--- src/rtl/core/cfpp_pkg.sv ---
// Shared types, constants and codes for the CRC16 framed packet parser.
package cfpp_pkg;

  localparam int unsigned MAX_PAYLOAD_DEF = 1024;

  localparam logic [15:0] CRC_SEED = 16'hFFFF;
  localparam logic [15:0] CRC_POLY = 16'hA001;

  localparam logic [7:0] SYNC_FIRST_RST  = 8'h55;
  localparam logic [7:0] SYNC_SECOND_RST = 8'hAA;

  localparam int unsigned CFG_IDX_W = 8;
  localparam logic [CFG_IDX_W-1:0] CFG_SYNC_FIRST  = 8'd0;
  localparam logic [CFG_IDX_W-1:0] CFG_SYNC_SECOND = 8'd1;

  typedef enum logic [1:0] {
    EV_NONE    = 2'd0,
    EV_PAYLOAD = 2'd1,
    EV_ACCEPT  = 2'd2,
    EV_CRC_ERR = 2'd3
  } event_t;

  typedef enum logic [3:0] {
    PH_SYNC1 = 4'd0,
    PH_SYNC2 = 4'd1,
    PH_CMD   = 4'd2,
    PH_SEQH  = 4'd3,
    PH_SEQL  = 4'd4,
    PH_LENH  = 4'd5,
    PH_LENL  = 4'd6,
    PH_DATA  = 4'd7,
    PH_CRCH  = 4'd8,
    PH_CRCL  = 4'd9
  } phase_t;

  typedef struct packed {
    event_t      event_res;
    logic [7:0]  data_byte;
    logic [9:0]  data_index;
    logic [7:0]  frame_cmd;
    logic [15:0] frame_seq;
    logic [10:0] frame_len;
  } result_t;

  typedef struct packed {
    logic [7:0] sync_first;
    logic [7:0] sync_second;
  } cfg_t;

endpackage

--- src/rtl/core/cfpp_crc_unit.sv ---
// Byte-wide CRC16-Modbus update, unrolled over eight bit steps.
module cfpp_crc_unit (
  input  logic [15:0] crc_in,
  input  logic [7:0]  data_in,
  output logic [15:0] crc_out
);

  always_comb begin
    logic [15:0] c;
    c = crc_in ^ {8'd0, data_in};
    for (int k = 0; k < 8; k++) begin
      if (c[0]) begin
        c = (c >> 1) ^ cfpp_pkg::CRC_POLY;
      end else begin
        c = c >> 1;
      end
    end
    crc_out = c;
  end

endmodule

--- src/rtl/core/cfpp_parser.sv ---
// Frame parsing state machine, header holds, CRC accumulator and result logic.
module cfpp_parser #(
  parameter int unsigned MAX_PAYLOAD = cfpp_pkg::MAX_PAYLOAD_DEF
) (
  input  logic              clk,
  input  logic              rst_n,
  input  logic              step,
  input  logic [7:0]        rx_byte,
  input  cfpp_pkg::cfg_t    cfg,
  output cfpp_pkg::result_t result
);

  localparam logic [15:0] MAX_LEN = 16'(MAX_PAYLOAD);

  cfpp_pkg::phase_t phase_r, phase_nxt;
  logic [7:0]  cmd_hold_r, cmd_hold_nxt;
  logic [15:0] seq_hold_r, seq_hold_nxt;
  logic [15:0] len_hold_r, len_hold_nxt;
  logic [10:0] idx_count_r, idx_count_nxt;
  logic [15:0] crc_acc_r, crc_acc_nxt;
  logic [7:0]  crc_high_r, crc_high_nxt;

  logic [15:0] crc_upd;
  logic [15:0] len_full;
  logic [10:0] idx_inc;

  cfpp_crc_unit u_crc (
    .crc_in  (crc_acc_r),
    .data_in (rx_byte),
    .crc_out (crc_upd)
  );

  assign len_full = {len_hold_r[15:8], rx_byte};
  assign idx_inc  = idx_count_r + 11'd1;

  always_comb begin
    phase_nxt = phase_r;
    unique case (phase_r)
      cfpp_pkg::PH_SYNC1: begin
        if (rx_byte == cfg.sync_first) phase_nxt = cfpp_pkg::PH_SYNC2;
      end
      cfpp_pkg::PH_SYNC2: begin
        phase_nxt = (rx_byte == cfg.sync_second) ? cfpp_pkg::PH_CMD : cfpp_pkg::PH_SYNC1;
      end
      cfpp_pkg::PH_CMD:  phase_nxt = cfpp_pkg::PH_SEQH;
      cfpp_pkg::PH_SEQH: phase_nxt = cfpp_pkg::PH_SEQL;
      cfpp_pkg::PH_SEQL: phase_nxt = cfpp_pkg::PH_LENH;
      cfpp_pkg::PH_LENH: phase_nxt = cfpp_pkg::PH_LENL;
      cfpp_pkg::PH_LENL: begin
        if (len_full > MAX_LEN) begin
          phase_nxt = cfpp_pkg::PH_SYNC1;
        end else if (len_full == 16'd0) begin
          phase_nxt = cfpp_pkg::PH_CRCH;
        end else begin
          phase_nxt = cfpp_pkg::PH_DATA;
        end
      end
      cfpp_pkg::PH_DATA: begin
        if ({5'd0, idx_inc} >= len_hold_r) phase_nxt = cfpp_pkg::PH_CRCH;
      end
      cfpp_pkg::PH_CRCH: phase_nxt = cfpp_pkg::PH_CRCL;
      cfpp_pkg::PH_CRCL: phase_nxt = cfpp_pkg::PH_SYNC1;
      default:           phase_nxt = cfpp_pkg::PH_SYNC1;
    endcase
  end

  always_comb begin
    cmd_hold_nxt  = cmd_hold_r;
    seq_hold_nxt  = seq_hold_r;
    len_hold_nxt  = len_hold_r;
    idx_count_nxt = idx_count_r;
    crc_acc_nxt   = crc_acc_r;
    crc_high_nxt  = crc_high_r;
    result        = '0;
    unique case (phase_r)
      cfpp_pkg::PH_SYNC1: ;
      cfpp_pkg::PH_SYNC2: begin
        if (rx_byte == cfg.sync_second) crc_acc_nxt = cfpp_pkg::CRC_SEED;
      end
      cfpp_pkg::PH_CMD: begin
        cmd_hold_nxt = rx_byte;
        crc_acc_nxt  = crc_upd;
      end
      cfpp_pkg::PH_SEQH: begin
        seq_hold_nxt = {rx_byte, 8'd0};
        crc_acc_nxt  = crc_upd;
      end
      cfpp_pkg::PH_SEQL: begin
        seq_hold_nxt = {seq_hold_r[15:8], rx_byte};
        crc_acc_nxt  = crc_upd;
      end
      cfpp_pkg::PH_LENH: begin
        len_hold_nxt = {rx_byte, 8'd0};
        crc_acc_nxt  = crc_upd;
      end
      cfpp_pkg::PH_LENL: begin
        len_hold_nxt  = len_full;
        crc_acc_nxt   = crc_upd;
        idx_count_nxt = '0;
      end
      cfpp_pkg::PH_DATA: begin
        result.event_res  = cfpp_pkg::EV_PAYLOAD;
        result.data_byte  = rx_byte;
        result.data_index = idx_count_r[9:0];
        crc_acc_nxt       = crc_upd;
        idx_count_nxt     = idx_inc;
      end
      cfpp_pkg::PH_CRCH: crc_high_nxt = rx_byte;
      cfpp_pkg::PH_CRCL: begin
        if ({crc_high_r, rx_byte} == crc_acc_r) begin
          result.event_res = cfpp_pkg::EV_ACCEPT;
          result.frame_cmd = cmd_hold_r;
          result.frame_seq = seq_hold_r;
          result.frame_len = len_hold_r[10:0];
        end else begin
          result.event_res = cfpp_pkg::EV_CRC_ERR;
        end
      end
      default: ;
    endcase
  end

  always_ff @(posedge clk) begin
    if (!rst_n) begin
      phase_r     <= cfpp_pkg::PH_SYNC1;
      cmd_hold_r  <= '0;
      seq_hold_r  <= '0;
      len_hold_r  <= '0;
      idx_count_r <= '0;
      crc_acc_r   <= cfpp_pkg::CRC_SEED;
      crc_high_r  <= '0;
    end else if (step) begin
      phase_r     <= phase_nxt;
      cmd_hold_r  <= cmd_hold_nxt;
      seq_hold_r  <= seq_hold_nxt;
      len_hold_r  <= len_hold_nxt;
      idx_count_r <= idx_count_nxt;
      crc_acc_r   <= crc_acc_nxt;
      crc_high_r  <= crc_high_nxt;
    end
  end

endmodule

--- src/rtl/core/crc16_framed_packet_parser_top.sv ---
// Top level of the CRC16 framed packet parser.
//
// Input channel in_*: one received byte per transfer. Every accepted byte
// produces exactly one result transfer on out_*: event 0 (nothing), 1 (payload
// byte with its index), 2 (frame accepted with command, sequence, length) or
// 3 (CRC mismatch). Fields not meaningful for an event are zero.
// The result appears in the output register in the cycle after the byte is
// taken. Throughput is one byte per cycle unless the receiver stalls out_ready,
// set by the combinational byte-wide CRC update and parser state step.
// A new byte is taken while the output register is empty or being emptied in
// the same cycle; when the receiver holds out_ready low with a result pending,
// in_ready drops and parser state holds.
// cfg_*: register writes (index 0 first sync byte, 1 second sync byte), always
// ready; other indexes are ignored. Write only while the block is idle.
// Reset (rst_n low, synchronous) returns the parser to sync search, sets the
// sync bytes to 0x55 and 0xAA, and empties the output register.
module crc16_framed_packet_parser_top #(
  parameter int unsigned MAX_PAYLOAD = cfpp_pkg::MAX_PAYLOAD_DEF
) (
  input  logic                           clk,
  input  logic                           rst_n,
  input  logic                           in_valid,
  output logic                           in_ready,
  input  logic [7:0]                     in_rx_byte,
  output logic                           out_valid,
  input  logic                           out_ready,
  output logic [1:0]                     out_event_res,
  output logic [7:0]                     out_data_byte,
  output logic [9:0]                     out_data_index,
  output logic [7:0]                     out_frame_cmd,
  output logic [15:0]                    out_frame_seq,
  output logic [10:0]                    out_frame_len,
  input  logic                           cfg_valid,
  output logic                           cfg_ready,
  input  logic [cfpp_pkg::CFG_IDX_W-1:0] cfg_index,
  input  logic [7:0]                     cfg_data
);

  cfpp_pkg::cfg_t    cfg_r;
  cfpp_pkg::result_t result;
  cfpp_pkg::result_t out_r;
  logic              out_valid_r;
  logic              step;

  assign cfg_ready = 1'b1;
  assign in_ready  = !out_valid_r || out_ready;
  assign step      = in_valid && in_ready;

  always_ff @(posedge clk) begin
    if (!rst_n) begin
      cfg_r.sync_first  <= cfpp_pkg::SYNC_FIRST_RST;
      cfg_r.sync_second <= cfpp_pkg::SYNC_SECOND_RST;
    end else if (cfg_valid) begin
      unique case (cfg_index)
        cfpp_pkg::CFG_SYNC_FIRST:  cfg_r.sync_first  <= cfg_data;
        cfpp_pkg::CFG_SYNC_SECOND: cfg_r.sync_second <= cfg_data;
        default: ;
      endcase
    end
  end

  cfpp_parser #(
    .MAX_PAYLOAD (MAX_PAYLOAD)
  ) u_parser (
    .clk     (clk),
    .rst_n   (rst_n),
    .step    (step),
    .rx_byte (in_rx_byte),
    .cfg     (cfg_r),
    .result  (result)
  );

  always_ff @(posedge clk) begin
    if (!rst_n) begin
      out_valid_r <= 1'b0;
    end else if (step) begin
      out_valid_r <= 1'b1;
    end else if (out_ready) begin
      out_valid_r <= 1'b0;
    end
  end

  always_ff @(posedge clk) begin
    if (step) begin
      out_r <= result;
    end
  end

  assign out_valid      = out_valid_r;
  assign out_event_res  = out_r.event_res;
  assign out_data_byte  = out_r.data_byte;
  assign out_data_index = out_r.data_index;
  assign out_frame_cmd  = out_r.frame_cmd;
  assign out_frame_seq  = out_r.frame_seq;
  assign out_frame_len  = out_r.frame_len;

endmodule

--- config.mk ---
export PLATFORM = sky130hd
export DESIGN_NAME = crc16_framed_packet_parser_top
export DESIGN_NICKNAME = d
export VERILOG_FILES = /design/src/rtl/core/cfpp_pkg.sv /design/src/rtl/core/cfpp_crc_unit.sv /design/src/rtl/core/cfpp_parser.sv /design/src/rtl/core/crc16_framed_packet_parser_top.sv
export SDC_FILE = /design/constraint.sdc
export NUM_CORES = 1
export LEC_CHECK = 0
export BUFFER_PORTS_ARGS = -buffer_cell sky130_fd_sc_hd__buf_2
export CORE_MARGIN = 2
export CORE_UTILIZATION = 25
export DETAILED_ROUTE_END_ITERATION = 8
export HOLD_SLACK_MARGIN = 0.15
export PLACE_DENSITY = 0.39
export SLEW_MARGIN = 5
export SYNTH_ARGS = -nofsm -noshare
export SYNTH_HDL_FRONTEND = slang
export SYNTH_HIERARCHICAL = 1
export SYNTH_SLANG_ARGS = --single-unit
--- constraint.sdc ---
create_clock -name clk -period 3.6 [get_ports clk]
set_input_delay 0.72 -clock clk [delete_from_list [all_inputs] [get_ports clk]]
set_output_delay 0.72 -clock clk [all_outputs]
set_load 0.02 [all_outputs]
# Word level (Yosys, flattened, before mapping)
# Index checks and enable logic that the tools add are counted.
# word_totals
regBits	151
latchBits	0
ramBits	0
romBits	0
input_bits	29
output_inout_bits	58
wordCells	95
n_memories	0
# op_classes
n_addsub	1
multipliers	0
div_mod_pow	0
order_cmp	2
n_eq_ne	16
shifts	0
muxes	23
n_bitwise	11
n_reduce_logical	24
# ops
operator	count
16-bit 2-to-1 mux	9
16-bit case mux with 2 select lines	3
4-bit case mux with 9 select lines	1
2-bit NOT with 3-bit output	8
11-bit case mux with 2 select lines	1
16-bit == test	1
4-bit by 3-bit == test with 1-bit output (second input constant)	4
8-bit == test	2
11-bit by 16-bit greater-or-equal comparator with 1-bit output	1
16-bit by 11-bit greater-than comparator with 1-bit output (second input constant)	1
16-bit logical NOT	1
4-bit 2-to-1 mux	4
2-bit AND reduction	8
16-bit by 8-bit bitwise XOR with 16-bit output	1
3-bit AND reduction	4
11-bit by 1-bit adder with 11-bit output (second input constant)	1
2-bit nonzero test	5
4-bit by 2-bit == test with 1-bit output (second input constant)	2
4-bit == test (second input constant)	2
8-bit by 1-bit == test with 1-bit output (second input constant)	1
8-bit logical NOT	1
2-bit by 1-bit != test with 1-bit output (second input constant)	3
6-bit OR reduction	1
4-bit by 1-bit == test with 1-bit output (second input constant)	1
8 further kinds	11

# Depth between registers and ports, before layout
# Gate-level depths: netlist of run 1.
# logic_depth
depth_word	18
depth_mapped	12

# Hierarchy
# The synthesis of run 1 kept the hierarchy.
# by_module_without_submodules
module	n_inst	cells_per_inst	area_each_um2	seq_area_each_um2
cfpp_parser	1	507	4320.4	1581.5
crc16_framed_packet_parser_top	1	134	2433.6	1991.9
cfpp_crc_unit	1	26	251.5	0.0

# Worst setup path after synthesis of run 1
# Ideal clock, no wire load.
# synth_path
kind	input to register
from	in out_ready
to	reg u_parser.crc_acc_r[14]
setup_ns	0.117
arrival_ns	3.769
required_ns	3.483
path_slack_ns	-0.286
stages	7
cell_sequence	nand2b_1 and2_1 inv_1 or4_1 buf_1 clkbuf_1 o22a_1
# synth_via
elab_chain_cells	3
# synth_lines
element	line	rtl
from (decl)	crc16_framed_packet_parser_top.sv:26	input logic out_ready,
1-bit logical OR	crc16_framed_packet_parser_top.sv:46	assign in_ready = !out_valid_r || out_ready;
1-bit logical AND	crc16_framed_packet_parser_top.sv:47	assign step = in_valid && in_ready;
named net step	crc16_framed_packet_parser_top.sv:43	logic step;
3-bit AND reduction (no source line)	n/a	
to (signal assigned)	cfpp_parser.sv:130	crc_acc_r <= cfpp_pkg::CRC_SEED;
to (signal assigned)	cfpp_parser.sv:138	crc_acc_r <= crc_acc_nxt;
to (decl)	cfpp_parser.sv:20	logic [15:0] crc_acc_r, crc_acc_nxt;
# The timed path passes the listed nets, and every way through them passes these cells.
# A chain may end at the register's enable or synchronous reset.

# Worst setup path in the final report of run 1
# layout_path
from	reg u_parser.idx_count_r[0]
to	reg u_parser.phase_r[0]
# layout_via
elab_chain_cells	4
# layout_lines
element	line	rtl
from (decl)	cfpp_parser.sv:19	logic [10:0] idx_count_r, idx_count_nxt;
from (signal assigned)	cfpp_parser.sv:137	idx_count_r <= idx_count_nxt;
11-bit by 1-bit adder with 11-bit output	cfpp_parser.sv:34	assign idx_inc = idx_count_r + 11'd1;
11-bit by 16-bit greater-or-equal comparator with 1-bit output	cfpp_parser.sv:59	if ({5'd0, idx_inc} >= len_hold_r) phase_nxt = cfpp_pkg::PH_CRCH;
2-bit by 1-bit != test with 1-bit output (no source line)	n/a	
3-bit AND reduction (no source line)	n/a	
to (signal assigned)	cfpp_parser.sv:125	phase_r <= cfpp_pkg::PH_SYNC1;
to (signal assigned)	cfpp_parser.sv:133	phase_r <= phase_nxt;
to (decl)	cfpp_parser.sv:15	cfpp_pkg::phase_t phase_r, phase_nxt;
# No other way between the ends.

==> results of run 1 <==
[Yosys cell counts, types with 2 or more instances]
cell type  instances
inv_1             15
o211ai_1           3
clkbuf_1          35
a21boi_0          16
nor2b_1           32
xor2_1            34
and2_1             2
buf_4              7
a21o_1             2
a22oi_1           12
buf_6              2
nor4_1             7
ha_1              12
nand2b_1           2
nor3_1            15
nand2_1           43
xnor2_1           26
nand4_1            5
edfxtp_1          55
a21oi_1           13
nor2_1            46
o22a_1            16
o21ai_0           12
dfxtp_1           96
or4_4              2
and4_1             3
nor3_4             2
nand3_1           27
buf_2              3
or4_1              5
and3_1            51
mux2i_1           41
[through the flow]
stage / power, mW / area, µm² / hold slack (ns) / cells
2_1_floorplan: 1.995 / 7007 / 0.4403 / 667
3_3_place_gp: 2.088 / 7737 / 0.4506 / 1088
3_5_place_dp: 2.091 / 7737 / 0.4609 / 1088
4_1_cts: 3.993 / 8371 / 0.4765 / 1120
5_1_grt: 4.082 / 8371 / 0.4916 / 1120
6_report: 3.929 / 8371 / 0.4730 / 1120
[registers in the layout (all words and copies together), names as in the netlist]
register and count:
u_parser/crc_high_r 8, u_parser/len_hold_r 16, out_frame_seq 16, out_frame_cmd 8, out_valid 1, cfg_r 16, u_parser/cmd_hold_r 8, out_data_byte 8
u_parser/seq_hold_r 16, u_parser/phase_r 4, u_parser/crc_acc_r 16, out_data_index 10, u_parser/idx_count_r 11, out_event_res 2, out_frame_len 11
[critical path, stage by stage (launching register included)]
cell      delay (ns)
dfxtp_1         0.45
ha_1            0.32
nand3_1         0.13
nor2_1          0.20
and3_1          0.25
xor2_1          0.19
ha_1            0.26
and3_1          0.18
a31o_2          0.26
o311ai_2        0.46
nor2_1          0.10
a211oi_1        0.20
[layout make-up]
type	count	area, µm²	area share
Tap cell	378	473.0	0.05650
Clock buffer	18	450.4	0.05381
Inverter	16	73.82	0.008819
Multi-Input combinational cell	451	3127	0.3735
Sequential cell	151	3573	0.4269
Clock inverter	14	182.7	0.02182
Timing Repair Buffer	92	490.5	0.05859
[power groups by stage]
stage / clock [mW] / combinational, mW / sequential [mW]
detailed placement: 0 / 0.248 / 1.84
global placement: 0 / 0.246 / 1.84
global route: 2.01 / 0.263 / 1.81
CTS: 1.94 / 0.249 / 1.80
finish: 1.88 / 0.242 / 1.80
floorplan: 0 / 0.110 / 1.88
[cell families after synthesis]
family          count (synthesis)  share of synthesized area
xor+xnor                       62                    0.08180
buf+inv                        65                    0.04376
mux                            41                    0.05858
compound gates                 86                    0.09055
simple gates                  249                     0.1932
fa+ha+maj                      12                    0.02143
other cells                     1                  0.0005353
flops                         151                     0.5101
[final timing paths]
| check | from | end | cells past startpoint |
|---|---|---|---|
| worst max-delay path | u_parser/idx_count_r[0] | u_parser/phase_r[0] | 11 |
| worst min-delay path | cfg_r[9] | cfg_r[9] | 2 |
| worst max register to register | u_parser/idx_count_r[0] | u_parser/phase_r[0] | 11 |
| worst min register to register | cfg_r[9] | cfg_r[9] | 2 |
[routing by layer]
layer  vias up  global-route usage  wire length, µm
met4         0             0.04753              285
met5         -                   0                0
met2       113              0.2009             8193
met1      2379              0.1724             8792
met3        18             0.02439              681
li1       2483                   -                -
==> reports/results.ini, run 1 <==
[timing]
hold_viol = 0
max_freq_mhz = 322.5
finalCriticalPeriod_ns = 3.101
setup_ws_ns = 0.4991
slew_viol_final = 0
setup_viol = 0
fin_worst_skew_ns = 0.01133
slew_headroom = 0.4956
grt_setup_unrepaired = no
setup_tns_ns = 0
fin_crit_sh = 0.8614
worstMarginPinSlew_ns = 0.7544

[final_layout]
nets = 770
final_common_cell = dfxtp_1
final_cell_mix = dfxtp_1, buf_2, edfxtp_1
drive_gt1_frac = 0.1860
fin_util = 0.3021
fill_cells = 2859
area_growth_pct = 19.49
diodes = 0

[drt]
first_pass_iters = 5
routed_wl_mm = 17.95
vias = 4993
wire_per_inst_um = 16.03
drc = 0
ant_nets = 0
first_iter_violations = 340
viasPerCell = 4.458

[cts]
clock_latency_ns = 0.42
cts_max_path_buffers = 2
post_cts_buffers = 0
cts_resized = 0
cts_tree = built
clk_pin_slew_ns = 0.07
htree_levels = 4
root_buffer = clkbuf_16
clkSinkCount = 151
cts_hold_buf = 0
cts-buffers-inserted = 17

[floorplan]
ios = 87
die_h_um = 171.4
die_w_um = 171.4
initial_utilization = 0.2529
die-area_um2 = 29380
std_cell_rows = 61
coreArea_um2 = 27710

[pwr]
clkPwrFrac = 0.479
p_seq_frac = 0.459
pwr-share-comb = 0.062
p_leak_nw = 3.207
ir_drop_v = 0.0002698
p_per_area_nw_per_um2 = 469.4
switching_share = 0.2432
p_int_mw = 2.974
p_sw_mw = 0.9554

[grt]
grt_pass1_vias = 5015
antenna_found_initial = 0
grt_max_degree = 67
grt_pass1_wl_mm = 28.34
grtUsageTotal = 0.1272
grt_overflow = 0

[critical_path]
ff2ff_setup_slack_ns = 0.50
worstPathMaxFanout = 7
critPathLaunchType = flop
critPathCaptureType = flop
worstSetupPathType = flop to flop
required_ns = 3.94
critPathArrivalTime_ns = 3.44

[hold_path]
hold_path.class = flop to flop

[logic_synthesis]
synth.area.top_cells = dfxtp_1, edfxtp_1, mux2i_1, and3_1, xor2_1
synth_edf_count = 55
yosys_register_bits = 151
synth_area_um2 = 7005
syn_avg_cell_area_um2 = 10.50
ys_async_sr_fraction = 0
ys_seq_area_frac = 0.5101
syn_nets = 708
yosys_warnings = 6
synthFlopType = dfxtp_1
yosysTopAreaCellShare = 0.2743
synth_top_area_cell = dfxtp_1
ys_types = 57
syn-instance-count = 667

[run]
maxCapViolations = 0

[place]
place.gp.congestion = 0.7929
hpwl_mm = 12.28
dp_slack_ns = 0.5784
portBuffers = 85

[run_status]
outcome = finished, final reports clean

(Power assumes the default switching activity.)
==> run 2, diff against run 1 <==
- ABC_AREA: not set -> 1
==> run 2 against run 1 <==
Power shrank 2.9%. Cell count rose by 26%. First-iteration DRC count fell by 20%. Sequential cell count is the same. Critical path type unchanged.
==> reports/results.ini, run 2 <==
[run_status]
outcome = finished, final reports clean  ; unchanged

[grt]
use_met3 = 0.02984  ; was 0.02439
grt_overflow = 0  ; unchanged
gr-usage-met1 = 0.1873  ; was 0.1724
gr-max-usage-layer = met2  ; unchanged
use_met2 = 0.2093  ; was 0.2009
grt_pass1_wl_mm = 32.86  ; was 28.34 mm
grt_max_degree = 88  ; was 67
grt_pass1_vias = 5892  ; was 5015
grtUsageTotal = 0.1345  ; was 0.1272
antenna_found_initial = 0  ; unchanged

[final_layout]
drive_gt1_frac = 0.1939  ; was 0.1860
fin_area_um2 = 8892  ; was 8371 µm²
final_common_cell = nand2_1  ; was dfxtp_1
area_growth_pct = 16.91  ; was 19.49%
diodes = 0  ; unchanged
fin_cells = 1411  ; was 1120
final_cell_mix = nand2_1, inv_1, dfxtp_1  ; was dfxtp_1, buf_2, edfxtp_1
nets = 1049  ; was 770

[floorplan]
ios = 87  ; unchanged
die_h_um = 178.4  ; was 171.4 µm
initial_utilization = 0.2553  ; was 0.2529
coreArea_um2 = 29800  ; was 27710 µm²
die_w_um = 178.4  ; was 171.4 µm
die-area_um2 = 31840  ; was 29380 µm²
std_cell_rows = 63  ; was 61

[timing]
setup_tns_ns = 0  ; unchanged
max_freq_mhz = 360.1  ; was 322.5 MHz
fin_crit_sh = 0.7715  ; was 0.8614
slew_viol_final = 0  ; unchanged
worstMarginPinSlew_ns = 0.8179  ; was 0.7544 ns
grt_setup_unrepaired = no  ; unchanged
slew_headroom = 0.4528  ; was 0.4956
fin_worst_skew_ns = 0.01153  ; was 0.01133 ns
setup_viol = 0  ; unchanged
finalCriticalPeriod_ns = 2.777  ; was 3.101 ns
hold_viol = 0  ; unchanged

[pwr]
p_sw_mw = 1.028  ; was 0.9554 mW
p_seq_frac = 0.473  ; was 0.459
ir_drop_v = 0.0002837  ; was 0.0002698 V
clkPwrFrac = 0.454  ; was 0.479
switching_share = 0.2693  ; was 0.2432
p_leak_nw = 3.711  ; was 3.207 nW
pwr-share-comb = 0.073  ; was 0.062
power_mw = 3.816  ; was 3.929 mW
p_int_mw = 2.788  ; was 2.974 mW
p_per_area_nw_per_um2 = 429.1  ; was 469.4 nW/µm²

[logic_synthesis]
synth.area.top_cells = dfxtp_1, edfxtp_1, nand2_1, inv_1, nand3_1  ; was dfxtp_1, edfxtp_1, mux2i_1, and3_1, xor2_1
yosysMostFrequentCell = nand2_1  ; was dfxtp_1
ys_types = 45  ; was 57
synthFlopType = dfxtp_1  ; unchanged
yosysTopAreaCellShare = 0.2527  ; was 0.2743
synth_area_um2 = 7606  ; was 7005 µm²
synth_common_cells = nand2_1, inv_1, dfxtp_1, nand3_1, nor2_1  ; was dfxtp_1, edfxtp_1, and3_1, nor2_1, nand2_1
yosys_register_bits = 151  ; unchanged
synth_edf_count = 55  ; unchanged
ys_async_sr_fraction = 0  ; unchanged
yosys_warnings = 6  ; unchanged
ys_seq_area_frac = 0.4698  ; was 0.5101
syn_nets = 985  ; was 708
syn-instance-count = 944  ; was 667
synth_top_area_cell = dfxtp_1  ; unchanged
syn_avg_cell_area_um2 = 8.057  ; was 10.50 µm²

[critical_path]
cpMaxStageDelayCell = dfxtp_1  ; was o311ai_2
cpLargestDelayFamily = simple AND/OR/NAND/NOR gates  ; was compound AO/OA/AOI/OAI gates
ff2ff_setup_slack_ns = 0.82  ; was 0.50 ns
critPathLaunchType = flop  ; unchanged
crit_path_frequent_cell = nand2_1
critPathCapture = u_parser/phase_r[3]  ; was u_parser/phase_r[0]
r2r_start = u_parser/idx_count_r[0]  ; unchanged
critPathArrivalTime_ns = 3.06  ; was 3.44 ns
rr_endpoint = u_parser/phase_r[3]  ; was u_parser/phase_r[0]
critical_path.n_buffers_inverters = 2  ; was 0
worstPathMaxFanout = 5  ; was 7
worstSetupPathType = flop to flop  ; unchanged
required_ns = 3.89  ; was 3.94 ns
cp-startpoint = u_parser/idx_count_r[0]  ; unchanged
critPathCaptureType = flop  ; unchanged
path_cells = nand3_1 -> nor3_1 -> nand4_1 -> nand3b_1 -> and2_1 -> ha_1 -> nand2_1 -> inv_1 -> nand2_1 -> nor2_1 -> nand2_1 -> nand3_1 -> inv_1 -> nand2_1 -> nand2_1 -> nand2_1 -> a21oi_1  ; was ha_1 -> nand3_1 -> nor2_1 -> and3_1 -> xor2_1 -> ha_1 -> and3_1 -> a31o_2 -> o311ai_2 -> nor2_1 -> a211oi_1
slowest_delay_ns = 0.43  ; was 0.46 ns
r2r_cells = 17  ; was 11
worst-path-stages = 17  ; was 11

[drt]
first_iter_violations = 271  ; was 340
ant_nets = 0  ; unchanged
vias = 6076  ; was 4993
wire_per_inst_um = 14.53  ; was 16.03 µm
viasPerCell = 4.306  ; was 4.458
drc = 0  ; unchanged
first_pass_iters = 4  ; was 5
routed_wl_mm = 20.51  ; was 17.95 mm

[cts]
clock_latency_ns = 0.43  ; was 0.42 ns
cts_tree = built  ; unchanged
cts_resized = 0  ; unchanged
htree_levels = 4  ; unchanged
clk_pin_slew_ns = 0.06  ; was 0.07 ns
clkSinkCount = 151  ; unchanged
cts-buffers-inserted = 17  ; unchanged
cts_hold_buf = 0  ; unchanged
root_buffer = clkbuf_16  ; unchanged
post_cts_buffers = 0  ; unchanged
cts_max_path_buffers = 2  ; unchanged

[place]
hpwl_mm = 14.18  ; was 12.28 mm
place.gp.congestion = 0.7596  ; was 0.7929
dp.cells = 1379  ; was 1088
portBuffers = 85  ; unchanged
placed_area_um2 = 8334  ; was 7737 µm²

[hold_path]
hold_path.class = flop to flop  ; unchanged

[run]
maxCapViolations = 0  ; unchanged

-- run 2: power by group through the flow --
stage,logic (mW),registers [mW],clock network [mW]
global route,0.310,1.81,1.86
detailed placement,0.286,1.84,0
CTS,0.286,1.81,1.79
global placement,0.286,1.85,0
finish,0.279,1.81,1.73
floorplan,0.144,1.89,0
-- run 2: tightest hold or removal path, cell delays in order, from the launching register on --
cell and delay, ns:
dfxtp_1 0.30, inv_1 0.06, a21oi_1 0.05
-- run 2: routing by layer --
layer / wire [µm] / vias up
met1: 10580 / 2796
met3: 706 / 13
li1: - / 3176
met4: 170 / 0
met5: 0 / -
met2: 9056 / 91
-- run 2: per-stage QoR --
stage,setup WS (ns),hold WS [ns],utilization
2_1_floorplan,0.5174,0.4309,-
4_1_cts,0.7862,0.4602,0.2984
6_report,0.8227,0.4592,0.2984
5_1_grt,0.3855,0.4827,0.2984
3_5_place_dp,0.8090,0.4500,0.2797
3_3_place_gp,0.7940,0.4466,0.2797
-- run 2: layout make-up --
cell class              instances  area, µm²
clock inverters                15      132.6
clock buffers                  17      425.4
flip-flops and latches        151       3573
well taps                     390      488.0
repair buffers                 93      510.5
multi-input cells             609       3248
inverters                     136      514.2
fillers                      3300      20900
-- run 2: worst min path at each step --
stage / startpoint / to / slack [ns] / cells after the start
finish: u_parser/cmd_hold_r[7] / u_parser/cmd_hold_r[7] / 0.46 / 2
global route: u_parser/cmd_hold_r[7] / u_parser/cmd_hold_r[7] / 0.48 / 2
CTS: u_parser/cmd_hold_r[2] / u_parser/cmd_hold_r[2] / 0.46 / 2
detailed placement: u_parser/cmd_hold_r[7] / u_parser/cmd_hold_r[7] / 0.45 / 2
global placement: u_parser/cmd_hold_r[0] / u_parser/cmd_hold_r[0] / 0.45 / 2
floorplan: u_parser/cmd_hold_r[0] / u_parser/cmd_hold_r[0] / 0.43 / 2
-- run 2: logic make-up after synthesis --
family                     Yosys count  synth area share
and+or+nand+nor                    447            0.2785
buffers and inverters              184            0.1046
DFF                                151            0.4698
AOI/OAI and AO/OA                  109           0.07880
xor gates and xnor gates            40           0.04803
adders and majority gates           12           0.01974
other                                1         0.0004930
==> run 3, diff against run 2 <==
- ABC_AREA: 1 -> 0
- clock period: 3.6 -> 2.4 ns (I/O delays scaled with it)
==> run 3 against run 2 <==
Final area grew 0.56%. Sequential power rose by 49%. Highest routed layer unchanged. Wire length is 7.5% lower. Largest cell class unchanged. Global-route usage is 0.13 points lower. Count of clock-buffer cells in the layout did not move. Register-to-register slack worse by 0.99 ns. Critical endpoint is now u_parser/phase_r[2]. Largest power group is now the clock network. The run now ends with negative setup slack left.
==> reports/results.ini, run 3 (same netlist as run 1, synthesis figures left out) <==
[run_status]
outcome = complete, but fails checks  ; was finished, final reports clean
violations = negative setup slack

[cts]
clkSinkCount = 151  ; unchanged
htree_levels = 4  ; unchanged
root_buffer = clkbuf_16  ; unchanged
cts-buffers-inserted = 17  ; unchanged
clk_pin_slew_ns = 0.07  ; was 0.06 ns
cts_tree = built  ; unchanged
cts_max_path_buffers = 2  ; unchanged
clock_latency_ns = 0.42  ; was 0.43 ns
cts_hold_buf = 0  ; unchanged

[critical_path]
critPathCaptureType = flop  ; unchanged
required_ns = 2.76  ; was 3.89 ns
critPathArrivalTime_ns = 2.92  ; was 3.06 ns
critPathLaunchType = flop  ; unchanged
worstPathMaxFanout = 4  ; was 5
worstSetupPathType = flop to flop  ; unchanged

[floorplan]
die_h_um = 171.4  ; was 178.4 µm
std_cell_rows = 61  ; was 63
die_w_um = 171.4  ; was 178.4 µm
initial_utilization = 0.2529  ; was 0.2553
die-area_um2 = 29380  ; was 31840 µm²
ios = 87  ; unchanged
coreArea_um2 = 27710  ; was 29800 µm²

[timing]
setup_ws_ns = -0.1638  ; was 0.8227 ns
hold_viol = 0  ; unchanged
worstMarginPinSlew_ns = 0.6490  ; was 0.8179 ns
slew_headroom = 0.5668  ; was 0.4528
finalCriticalPeriod_ns = 2.564  ; was 2.777 ns
grt_setup_unrepaired = yes  ; was no
timing.hold.ws_ns = 0.2893  ; was 0.4592 ns
max_freq_mhz = 390.0  ; was 360.1 MHz
setup_viol = 4  ; was 0
fin_worst_skew_ns = 0.01141  ; was 0.01153 ns
fin_crit_sh = 1.068  ; was 0.7715
slew_viol_final = 0  ; unchanged

[final_layout]
nets = 827  ; was 1049
final_common_cell = dfxtp_1  ; was nand2_1
diodes = 0  ; unchanged
drive_gt1_frac = 0.2741  ; was 0.1939
fin_area_um2 = 8942  ; was 8892 µm²
area_growth_pct = 27.65  ; was 16.91%
final_cell_mix = dfxtp_1, buf_2, buf_4  ; was nand2_1, inv_1, dfxtp_1
fin_cells = 1177  ; was 1411

[drt]
routed_wl_mm = 18.97  ; was 20.51 mm
drc = 0  ; unchanged
viasPerCell = 4.433  ; was 4.306
ant_nets = 0  ; unchanged
vias = 5218  ; was 6076
first_pass_iters = 5  ; was 4
wire_per_inst_um = 16.12  ; was 14.53 µm
first_iter_violations = 295  ; was 271

[grt]
grt_overflow = 0  ; unchanged
grt_pass1_vias = 5493  ; was 5892
antenna_found_initial = 0  ; unchanged
grt_pass1_wl_mm = 30.05  ; was 32.86 mm
grt_max_degree = 42  ; was 88
grtUsageTotal = 0.1332  ; was 0.1345

[pwr]
pwr-share-comb = 0.067  ; was 0.073
p_per_area_nw_per_um2 = 654.2  ; was 429.1 nW/µm²
p_sw_mw = 1.433  ; was 1.028 mW
p_int_mw = 4.416  ; was 2.788 mW
p_leak_nw = 3.516  ; was 3.711 nW
ir_drop_v = 0.0003234  ; was 0.0002837 V
power_mw = 5.850  ; was 3.816 mW
clkPwrFrac = 0.471  ; was 0.454
switching_share = 0.2450  ; was 0.2693
p_seq_frac = 0.462  ; was 0.473

[place]
dp.cells = 1138  ; was 1379
portBuffers = 85  ; unchanged
place.gp.congestion = 0.8155  ; was 0.7596
hpwl_mm = 13.79  ; was 14.18 mm
placed_area_um2 = 8185  ; was 8334 µm²

[hold_path]
hold_path.class = input pin to flop  ; was flop to flop

[run]
maxCapViolations = 0  ; unchanged

run 3: final cells by class:
class,count,area [µm²]
Timing Repair Buffer,149,922.1
Fill cell,2833,18760
Inverter,16,73.82
Tap cell,378,473.0
Clock inverter,15,182.7
Clock buffer,17,425.4
Multi-Input combinational cell,451,3283
Sequential cell,151,3582
run 3: routing by layer:
layer  track usage  vias up  wire length (µm)
met2        0.2176      112              8779
li1              -     2597                 -
met4       0.04790        0               278
met1        0.1782     2495              9229
met5             0        -                 0
met3       0.02140       14               685
run 3: metrics by stage:
stage | TNS, ns | setup slack, ns | utilization
after floorplan | -0.04443 | -0.03431 | -
after global placement | -0.2492 | -0.1072 | 0.2954
after detailed placement | -0.4857 | -0.1682 | 0.2954
after CTS | -0.3237 | -0.1300 | 0.3192
after global routing | -0.8567 | -0.2656 | 0.3228
final | -0.3733 | -0.1638 | 0.3228
run 3: timing repair:
item	CTS	global route
buffers inserted	4	3
setup endpoints to repair	4	4
pin swaps	7	14
resized for setup	3	15
hold endpoints to repair	0	0
run 3: path summary, 6_finish.rpt:
check	startpoint	to	slack, ns	cells after the start
hold reg to reg	u_parser/len_hold_r[12]	u_parser/len_hold_r[12]	0.47	2
hold / removal	in_valid	out_valid	0.29	3
setup reg to reg	u_parser/idx_count_r[0]	u_parser/phase_r[2]	-0.16	12
setup / recovery	u_parser/idx_count_r[0]	u_parser/phase_r[2]	-0.16	12
run 3: critical path: stages (launching register included):
cell,delay (ns)
dfxtp_4,0.37
ha_4,0.15
nand3_4,0.08
nor2_4,0.12
and3_4,0.21
xor2_2,0.15
ha_1,0.27
and3_4,0.20
a31o_4,0.26
o311ai_4,0.31
buf_6,0.18
nand2_1,0.07
a21boi_2,0.14
run 3: power by group through the flow:
stage | registers [mW] | clock network, mW | logic, mW
2_1_floorplan | 2.83 | 0 | 0.168
3_3_place_gp | 2.76 | 0 | 0.397
3_5_place_dp | 2.76 | 0 | 0.397
4_1_cts | 2.71 | 2.84 | 0.398
5_1_grt | 2.71 | 2.94 | 0.419
6_report | 2.70 | 2.76 | 0.390
